==> src/hdl/kmgd_pkg.sv <==
// ----------------------------------------------------------------------------
// kmgd_pkg
// Types, codes and helpers shared by the key matrix debounce block.
// ----------------------------------------------------------------------------
`default_nettype none

package kmgd_pkg;

    localparam int ROW_W        = 3;
    localparam int COL_W        = 16;
    localparam int KEY_W        = 8;
    localparam int CD_W         = 8;
    localparam int WCNT_W       = 7;
    localparam int POP_W        = 5;
    localparam int WAKE_PERIOD  = 70;

    localparam logic [WCNT_W-1:0] WCNT_LAST = WCNT_W'(WAKE_PERIOD - 1);

    // request codes
    typedef enum logic [1:0] {
        REQ_SAMPLE = 2'd0,
        REQ_READ   = 2'd1,
        REQ_ARM    = 2'd2,
        REQ_LINK   = 2'd3
    } req_code_t;

    typedef struct packed {
        req_code_t          req_type;
        logic [ROW_W-1:0]   row;
        logic [COL_W-1:0]   cols;
        logic               last_row;
    } req_t;

    typedef struct packed {
        logic [COL_W-1:0]   row_bits;
        logic               from_wakeup;
        logic               settled;
        logic               committed;
        logic [KEY_W-1:0]   key_count;
    } rsp_t;

    // control from the sequencing logic to the matrix store
    typedef struct packed {
        logic               sample_en;
        logic               commit;
        logic [ROW_W-1:0]   row;
        logic [COL_W-1:0]   cols;
    } mtx_ctrl_t;

    // status from the matrix store
    typedef struct packed {
        logic               changed;
        logic               any_nz;
        logic [ROW_W-1:0]   first_row;
        logic [COL_W-1:0]   first_cols;
        logic [COL_W-1:0]   read_bits;
        logic [KEY_W-1:0]   key_count;
    } mtx_stat_t;

    function automatic logic [POP_W-1:0] popcount16(input logic [COL_W-1:0] v);
        logic [POP_W-1:0] n;
        n = '0;
        for (int i = 0; i < COL_W; i++)
        begin
            n = n + POP_W'(v[i]);
        end
        return n;
    endfunction

endpackage

`default_nettype wire

==> src/hdl/kmgd_matrix.sv <==
// ----------------------------------------------------------------------------
// kmgd_matrix
// Sample and stable row stores with running closed-key counts.
// ----------------------------------------------------------------------------
`default_nettype none

module kmgd_matrix #(
    parameter int ROWS = 8,
    parameter int COLS = 16
) (
    input  wire logic                 clk,
    input  wire logic                 rst_n,
    input  wire kmgd_pkg::mtx_ctrl_t  ctrl,
    output kmgd_pkg::mtx_stat_t       stat
);

    localparam int CNT_W = $clog2(ROWS * COLS + 1);

    logic [COLS-1:0]  sample_reg [ROWS];
    logic [COLS-1:0]  sample_next [ROWS];
    logic [COLS-1:0]  stable_reg [ROWS];
    logic [CNT_W-1:0] sample_cnt_reg;
    logic [CNT_W-1:0] sample_cnt_next;
    logic [CNT_W-1:0] stable_cnt_reg;
    logic [CNT_W-1:0] stable_cnt_new;
    logic [COLS-1:0]  old_bits;
    logic [COLS-1:0]  new_bits;
    logic [kmgd_pkg::POP_W-1:0] pop_old;
    logic [kmgd_pkg::POP_W-1:0] pop_new;
    logic                       changed;
    logic                       any_nz;
    logic [kmgd_pkg::ROW_W-1:0] first_row;
    logic [kmgd_pkg::COL_W-1:0] first_cols;
    logic [kmgd_pkg::COL_W-1:0] read_bits;
    logic [kmgd_pkg::KEY_W-1:0] key_count;

    assign new_bits = ctrl.cols[COLS-1:0];

    assign stat = {changed, any_nz, first_row, first_cols, read_bits, key_count};

    always_comb
    begin
        changed  = 1'b0;
        old_bits = '0;
        for (int i = 0; i < ROWS; i++)
        begin
            sample_next[i] = sample_reg[i];
            if (ctrl.sample_en && (32'(ctrl.row) == i) && (sample_reg[i] != new_bits))
            begin
                changed        = 1'b1;
                old_bits       = sample_reg[i];
                sample_next[i] = new_bits;
            end
        end
    end

    // running count follows the one row that changed
    assign pop_old = kmgd_pkg::popcount16(kmgd_pkg::COL_W'(old_bits));
    assign pop_new = kmgd_pkg::popcount16(kmgd_pkg::COL_W'(new_bits));
    assign sample_cnt_next = changed
                           ? (sample_cnt_reg - CNT_W'(pop_old) + CNT_W'(pop_new))
                           : sample_cnt_reg;

    // first nonzero row of the updated samples
    always_comb
    begin
        any_nz     = 1'b0;
        first_row  = '0;
        first_cols = '0;
        for (int i = ROWS - 1; i >= 0; i--)
        begin
            if (|sample_next[i])
            begin
                any_nz     = 1'b1;
                first_row  = kmgd_pkg::ROW_W'(i);
                first_cols = kmgd_pkg::COL_W'(sample_next[i]);
            end
        end
    end

    always_comb
    begin
        read_bits = '0;
        for (int i = 0; i < ROWS; i++)
        begin
            if (32'(ctrl.row) == i)
            begin
                read_bits = kmgd_pkg::COL_W'(stable_reg[i]);
            end
        end
    end

    // key count after this item, saturated
    assign stable_cnt_new = ctrl.commit ? sample_cnt_next : stable_cnt_reg;
    assign key_count = (int'(stable_cnt_new) > 255) ? 8'hFF
                                                     : kmgd_pkg::KEY_W'(stable_cnt_new);

    always_ff @(posedge clk or negedge rst_n)
    begin
        if (!rst_n)
        begin
            for (int i = 0; i < ROWS; i++)
            begin
                sample_reg[i] <= '0;
                stable_reg[i] <= '0;
            end
            sample_cnt_reg <= '0;
            stable_cnt_reg <= '0;
        end
        else
        begin
            for (int i = 0; i < ROWS; i++)
            begin
                sample_reg[i] <= sample_next[i];
                if (ctrl.commit)
                begin
                    stable_reg[i] <= sample_next[i];
                end
            end
            sample_cnt_reg <= sample_cnt_next;
            stable_cnt_reg <= stable_cnt_new;
        end
    end

endmodule

`default_nettype wire

==> src/hdl/key_matrix_global_debounce.sv <==
// ----------------------------------------------------------------------------
// key_matrix_global_debounce
// Key matrix debouncer with one quiet countdown shared by all rows.
// ----------------------------------------------------------------------------
// pipeline: an accepted item is held in the input register, then its result
//   item in the result register; a stall on rsp_ready can hold either one
// throughput: one item per cycle while rsp_ready keeps up; the result and input
//   registers each move whenever the stage after them is free or taken that cycle
// reset: rst_n clears all control state, both row stores and the countdown at
//   once, sets wakeup row and columns to all ones; reload reads 1 until written
`default_nettype none

module key_matrix_global_debounce #(
    parameter int ROWS = 8,
    parameter int COLS = 16
) (
    input  wire logic                           clk,
    input  wire logic                           rst_n,
    // configuration
    input  wire logic                           cfg_wr_en,
    input  wire logic [kmgd_pkg::CD_W-1:0]      cfg_wr_data,
    // request channel
    input  wire logic                           req_valid,
    output logic                                req_ready,
    input  wire kmgd_pkg::req_t                 req,
    // response channel
    output logic                                rsp_valid,
    input  wire logic                           rsp_ready,
    output kmgd_pkg::rsp_t                      rsp
);

    // pipeline registers
    logic                           stage_valid_reg;
    kmgd_pkg::req_t                 stage_item_reg;
    logic                           rsp_valid_reg;
    kmgd_pkg::rsp_t                 rsp_reg;
    kmgd_pkg::rsp_t                 rsp_next;
    logic                           advance;
    logic                           fire;

    // debounce and wakeup state
    logic [kmgd_pkg::CD_W-1:0]      reload_reg;
    logic [kmgd_pkg::CD_W-1:0]      countdown_reg;
    logic [kmgd_pkg::CD_W-1:0]      countdown_next;
    logic [kmgd_pkg::CD_W-1:0]      countdown_mid;
    logic [kmgd_pkg::CD_W-1:0]      reload_eff;
    logic                           wk_active_reg;
    logic                           wk_active_next;
    logic                           wk_first_reg;
    logic                           wk_first_next;
    logic [kmgd_pkg::ROW_W-1:0]     wk_row_reg;
    logic [kmgd_pkg::ROW_W-1:0]     wk_row_next;
    logic [kmgd_pkg::COL_W-1:0]     wk_cols_reg;
    logic [kmgd_pkg::COL_W-1:0]     wk_cols_next;
    logic                           link_up_reg;
    logic                           link_up_next;
    logic [kmgd_pkg::WCNT_W-1:0]    wk_cnt_reg;
    logic [kmgd_pkg::WCNT_W-1:0]    wk_cnt_next;

    kmgd_pkg::mtx_ctrl_t            mtx_ctrl;
    kmgd_pkg::mtx_stat_t            mtx_stat;

    // handshake: the result register frees itself when taken, the input
    // register moves on whenever the result register can accept
    assign advance   = !rsp_valid_reg || rsp_ready;
    assign fire      = stage_valid_reg && advance;
    assign req_ready = !stage_valid_reg || advance;
    assign rsp_valid = rsp_valid_reg;
    assign rsp       = rsp_reg;

    // a reload of zero behaves as one
    assign reload_eff = (reload_reg == '0) ? kmgd_pkg::CD_W'(1) : reload_reg;

    // any change to a row restarts the shared countdown, at one while in wakeup mode
    assign countdown_mid = mtx_stat.changed
                         ? (wk_active_reg ? kmgd_pkg::CD_W'(1) : reload_eff)
                         : countdown_reg;

    always_comb
    begin
        mtx_ctrl.sample_en = fire && (stage_item_reg.req_type == kmgd_pkg::REQ_SAMPLE);
        mtx_ctrl.commit    = 1'b0;
        mtx_ctrl.row       = stage_item_reg.row;
        mtx_ctrl.cols      = stage_item_reg.cols;

        countdown_next = countdown_reg;
        wk_active_next = wk_active_reg;
        wk_first_next  = wk_first_reg;
        wk_row_next    = wk_row_reg;
        wk_cols_next   = wk_cols_reg;
        link_up_next   = link_up_reg;
        wk_cnt_next    = wk_cnt_reg;

        rsp_next.row_bits    = '0;
        rsp_next.from_wakeup = 1'b0;

        if (fire)
        begin
            unique case (stage_item_reg.req_type)
                kmgd_pkg::REQ_SAMPLE:
                begin
                    countdown_next = countdown_mid;
                    if (stage_item_reg.last_row)
                    begin
                        // scan end: step the countdown, commit on reaching zero
                        if (countdown_mid != '0)
                        begin
                            countdown_next = countdown_mid - kmgd_pkg::CD_W'(1);
                            if (countdown_mid == kmgd_pkg::CD_W'(1))
                            begin
                                mtx_ctrl.commit = 1'b1;
                                // wakeup captures the first nonzero committed row
                                if (wk_active_reg && mtx_stat.any_nz)
                                begin
                                    wk_row_next  = mtx_stat.first_row;
                                    wk_cols_next = mtx_stat.first_cols;
                                end
                            end
                        end
                        // first scan after arming: nothing pressed ends wakeup mode
                        if (wk_first_reg)
                        begin
                            wk_first_next = 1'b0;
                            if (wk_cols_next == '0)
                            begin
                                wk_active_next = 1'b0;
                            end
                        end
                    end
                end
                kmgd_pkg::REQ_READ:
                begin
                    rsp_next.row_bits = mtx_stat.read_bits;
                    if ((stage_item_reg.row == wk_row_reg) && wk_active_reg && link_up_reg)
                    begin
                        // reads of the wakeup row count modulo the wakeup period
                        if (wk_cnt_reg == kmgd_pkg::WCNT_LAST)
                        begin
                            wk_cnt_next          = '0;
                            wk_active_next       = 1'b0;
                            rsp_next.row_bits    = wk_cols_reg;
                            rsp_next.from_wakeup = 1'b1;
                        end
                        else
                        begin
                            wk_cnt_next = wk_cnt_reg + kmgd_pkg::WCNT_W'(1);
                        end
                    end
                end
                kmgd_pkg::REQ_ARM:
                begin
                    wk_active_next = 1'b1;
                    wk_first_next  = 1'b1;
                    wk_row_next    = '0;
                    wk_cols_next   = '0;
                end
                kmgd_pkg::REQ_LINK:
                begin
                    link_up_next = 1'b1;
                end
                default:
                begin
                    link_up_next = link_up_reg;
                end
            endcase
        end

        rsp_next.settled   = (countdown_next == '0);
        rsp_next.committed = mtx_ctrl.commit;
        rsp_next.key_count = mtx_stat.key_count;
    end

    // sample and stable row stores
    kmgd_matrix #(
        .ROWS (ROWS),
        .COLS (COLS)
    ) u_matrix (
        .clk   (clk),
        .rst_n (rst_n),
        .ctrl  (mtx_ctrl),
        .stat  (mtx_stat)
    );

    // control and state registers
    always_ff @(posedge clk or negedge rst_n)
    begin
        if (!rst_n)
        begin
            stage_valid_reg <= 1'b0;
            rsp_valid_reg   <= 1'b0;
            reload_reg      <= kmgd_pkg::CD_W'(1);
            countdown_reg   <= '0;
            wk_active_reg   <= 1'b0;
            wk_first_reg    <= 1'b0;
            wk_row_reg      <= '1;
            wk_cols_reg     <= '1;
            link_up_reg     <= 1'b0;
            wk_cnt_reg      <= '0;
        end
        else
        begin
            if (req_ready)
            begin
                stage_valid_reg <= req_valid;
            end
            if (advance)
            begin
                rsp_valid_reg <= stage_valid_reg;
            end
            if (cfg_wr_en)
            begin
                reload_reg <= cfg_wr_data;
            end
            countdown_reg <= countdown_next;
            wk_active_reg <= wk_active_next;
            wk_first_reg  <= wk_first_next;
            wk_row_reg    <= wk_row_next;
            wk_cols_reg   <= wk_cols_next;
            link_up_reg   <= link_up_next;
            wk_cnt_reg    <= wk_cnt_next;
        end
    end

    // payload registers, no reset needed
    always_ff @(posedge clk)
    begin
        if (req_ready && req_valid)
        begin
            stage_item_reg <= req;
        end
        if (fire)
        begin
            rsp_reg <= rsp_next;
        end
    end

endmodule

`default_nettype wire
==> config.mk <==
export PLATFORM = sky130hd
export DESIGN_NAME = key_matrix_global_debounce
export DESIGN_NICKNAME = d
export VERILOG_FILES = /design/src/hdl/kmgd_pkg.sv /design/src/hdl/kmgd_matrix.sv /design/src/hdl/key_matrix_global_debounce.sv
export SDC_FILE = /design/constraint.sdc
export NUM_CORES = 1
export LEC_CHECK = 0
export ABC_AREA = 1
export BUFFER_PORTS_ARGS = -buffer_cell sky130_fd_sc_hd__buf_2
export CAP_MARGIN = 10
export CORE_MARGIN = 2
export CORE_UTILIZATION = 44
export DETAILED_ROUTE_END_ITERATION = 16
export GPL_TIMING_DRIVEN = 0
export PLACE_DENSITY = 0.57
export SYNTH_ARGS = -nofsm -noshare
export SYNTH_HDL_FRONTEND = slang
export SYNTH_SLANG_ARGS = --single-unit
==> constraint.sdc <==
create_clock -name clk -period 10.78 [get_ports clk]
set_input_delay 1.617 -clock clk [delete_from_list [all_inputs] [get_ports clk]]
set_output_delay 1.617 -clock clk [all_outputs]
set_load 0.01 [all_outputs]
==> reports/qor.yml <==
logic_synthesis:
  synth_area_mm2: 0.0218
  synth_flop_cell: "dfrtp_1"
  postSynth.asyncResetShare_pct: 86.7
  synth_xor_area_share_pct: 3.50
  synthSimpleGateAreaFrac_pct: 26.6
  syn_avg_cell_area_um2: 7.42
  synthAdderAreaFrac_pct: 3.62
  yosys.cell_types.count: 55
  synth_top_area_share_pct: 34.4
  syn_nets: 3018
  synth_top_cell_by_area: "dfrtp_1"
  muxShareOfSynthArea_pct: 0.103
  synth_compound_area_share_pct: 12.7
  synth_edf_count: 49
  syn_inst: 2935
  synth_top_family_by_area: "simple AND/OR/NAND/NOR gates"
  synth.top_cells.by_area: "dfrtp_1 (34%), nand2_1 (17%), edfxtp_1 (6.8%)"
  seq_area_frac_synth_pct: 43.5
  yosys_warnings: 0
  ys_seq_elements: 368
clock_tree:
  cts_root_buf: "clkbuf_16"
  clk_latency_ps: 600
  clock_path_buffers: 3
  htreeDepth: 2
  post_cts_resized: 0
  cts_hold_buf: 0
  clkTransAtPathRegs_ps: 60
  clock_sinks: 368
  tritoncts: "built"
  cts_buffers: 43
  cts_setup_buffers: 0
sta:
  period_minus_slack_ps: 10140
  finalHoldViolCount: 0
  skew_ps: 15.7
  maxSlewViolCount: 0
  worst_pin_slew_ps: 1250
  grt_setup_unrepaired: "false"
  fin_crit_sh_pct: 94.1
  finalSetupViolCount: 0
  fin_tns_setup_ps: 0
  fmax_mhz: 98.6
  slew_headroom_pct: 16.1
placement:
  hpwl_um: 71600
  placed_cell_area_mm2: 0.0230
  portBuffers: 63
  gp_congestion: 1.04
detailed_routing:
  dr.pass1.iters: 6
  met3_length_um: 7540
  wirelength_um: 92700
  drt_iter0_markers: 2298
  via_count: 20600
  detail_route.wl_per_cell_um: 24.8
  ant_nets: 0
  top_layer: "met4"
  drt-met1-wl_um: 38400
  dr_wl_met2_um: 41900
  drc: 0
  via_per_inst: 5.51
worst_setup_path:
  critPathCaptureType: "flip-flop"
  worst-endpoint-arrival_ps: 10480
  required_ps: 11120
  crit_top_cell: "fa_1"
  max_stage_delay_ps: 500
  slowest_stage: "fa_1"
  path_class: "input port to flip-flop"
  cp_max_fo: 10
  start_kind: "input port"
floorplan:
  dieArea_mm2: 0.0513
  die_h_um: 226
  die_width_um: 226
  num_io_pins: 64
  start_util_pct: 44.6
  placementRows: 81
  core_area_mm2: 0.0488
layout:
  fin_nets: 3130
  area_growth_pct: 11.9
  final_area_mm2: 0.0244
  final_cell_mix: "nand2_1 (970), inv_1 (351), dfrtp_1 (299)"
  fillers: 4945
  layout_commonest_cell: "nand2_1"
  final_layout_size_suffix_gt1_share_pct: 9.32
  antenna_cells: 0
global_route:
  grt_pass1_wl_um: 133000
  grt_use_total_pct: 36.5
  antenna_found_initial: 2
  grt_pass1_vias: 19700
  gr-total-overflow: 0
  grt_max_degree: 110
flow_run:
  maxCapViolCount: 0
pwr:
  peakVddDrop_mv: 0.128
  p_leak_nw: 11.6
  p_per_area_mw_per_mm2: 232
outcome:
  outcome: "finished, final reports clean"
hold_path:
  hold_class: "flip-flop to flip-flop"
-- layout make-up --
cell class / instances / area (µm²) / area share [%]
Clock inverter: 12 / 101 / 0.416
Multi-Input combinational cell: 2048 / 10100 / 41.6
Clock buffer: 66 / 1230 / 5.06
Buffer: 145 / 762 / 3.13
Tap cell: 664 / 831 / 3.41
Inverter: 374 / 1410 / 5.77
Sequential cell: 368 / 9480 / 38.9
Timing Repair Buffer: 67 / 428 / 1.76
-- critical path: cells and delay by family --
kind,cells,cell delay (ps)
adder cells (fa/ha/maj),9,3880
AO/OA/AOI/OAI,11,2030
buffers and inverters,10,1510
AND/OR/NAND/NOR,10,1080
XOR/XNOR,2,280
-- routing by layer --
metal  vias up  track usage, %
li1       9550               -
met1      9943            48.1
met2       930            58.1
met3       212            7.05
met4         0            16.7
met5         -               0
-- cell usage after synthesis, types with 8 or more instances --
cell       count
dfrtp_1      299
buf_4         11
buf_6         16
nand3_1      128
edfxtp_1      49
xor2_1        81
nor2_1       217
inv_2         19
o21ai_0      249
clkbuf_1      71
dfstp_2       20
nor2_4         8
nor2_2        10
a21oi_1      101
nand2_2       14
buf_2         45
nor3_1        13
o21ai_1       54
fa_1          25
nand4_1       21
ha_1          23
a31oi_1       20
a221oi_1      14
inv_1        351
o2111ai_1     11
o22ai_1       39
nand2_1      970
-- power by group --
part | leakage [nW] | internal, W | switching, W | total, W
combinational | 6.56 | 0.000698 | 0.00142 | 0.00212
clock | 0.650 | 0.000812 | 0.000626 | 0.00144
sequential | 4.43 | 0.00180 | 0.000288 | 0.00208
total | 11.6 | 0.00331 | 0.00234 | 0.00565
-- metrics by stage --
step                      cells  power [W]  util (%)  worst slack [ps]  hold WS [ps]
after CTS                  3743    0.00564      49.8               784           459
after global routing       3744    0.00599      49.9               210           486
after floorplan            2935    0.00340         -              1860           422
final                      3744    0.00565      49.9               639           456
after global placement     3662    0.00414      46.9               245           441
after detailed placement   3665    0.00419      47.1               163           445
-- logic make-up after synthesis --
family	after synthesis
adder cells (fa/ha/maj)	48
flip-flops	368
XOR/XNOR	87
multiplexers	2
buffers and inverters	519
AND/OR/NAND/NOR	1405
AO/OA/AOI/OAI	506
-- final timing paths --
| check | from | end | slack, ps | cells past startpoint |
|---|---|---|---|---|
| max in group asynchronous | rst_n | wk_cols_reg[10] | 8530 | 2 |
| worst min-delay path | link_up_reg | link_up_reg | 460 | 2 |
| worst min register to register | link_up_reg | link_up_reg | 460 | 2 |
| worst max-delay path | rsp_ready | rsp[7] | 640 | 42 |
| worst max register to register | mtx_ctrl[0] | rsp[7] | 1020 | 41 |
| min in group asynchronous | rst_n | u_matrix.sample_reg[34] | 1060 | 1 |
Note: power is estimated with default switching activity, not from simulation.
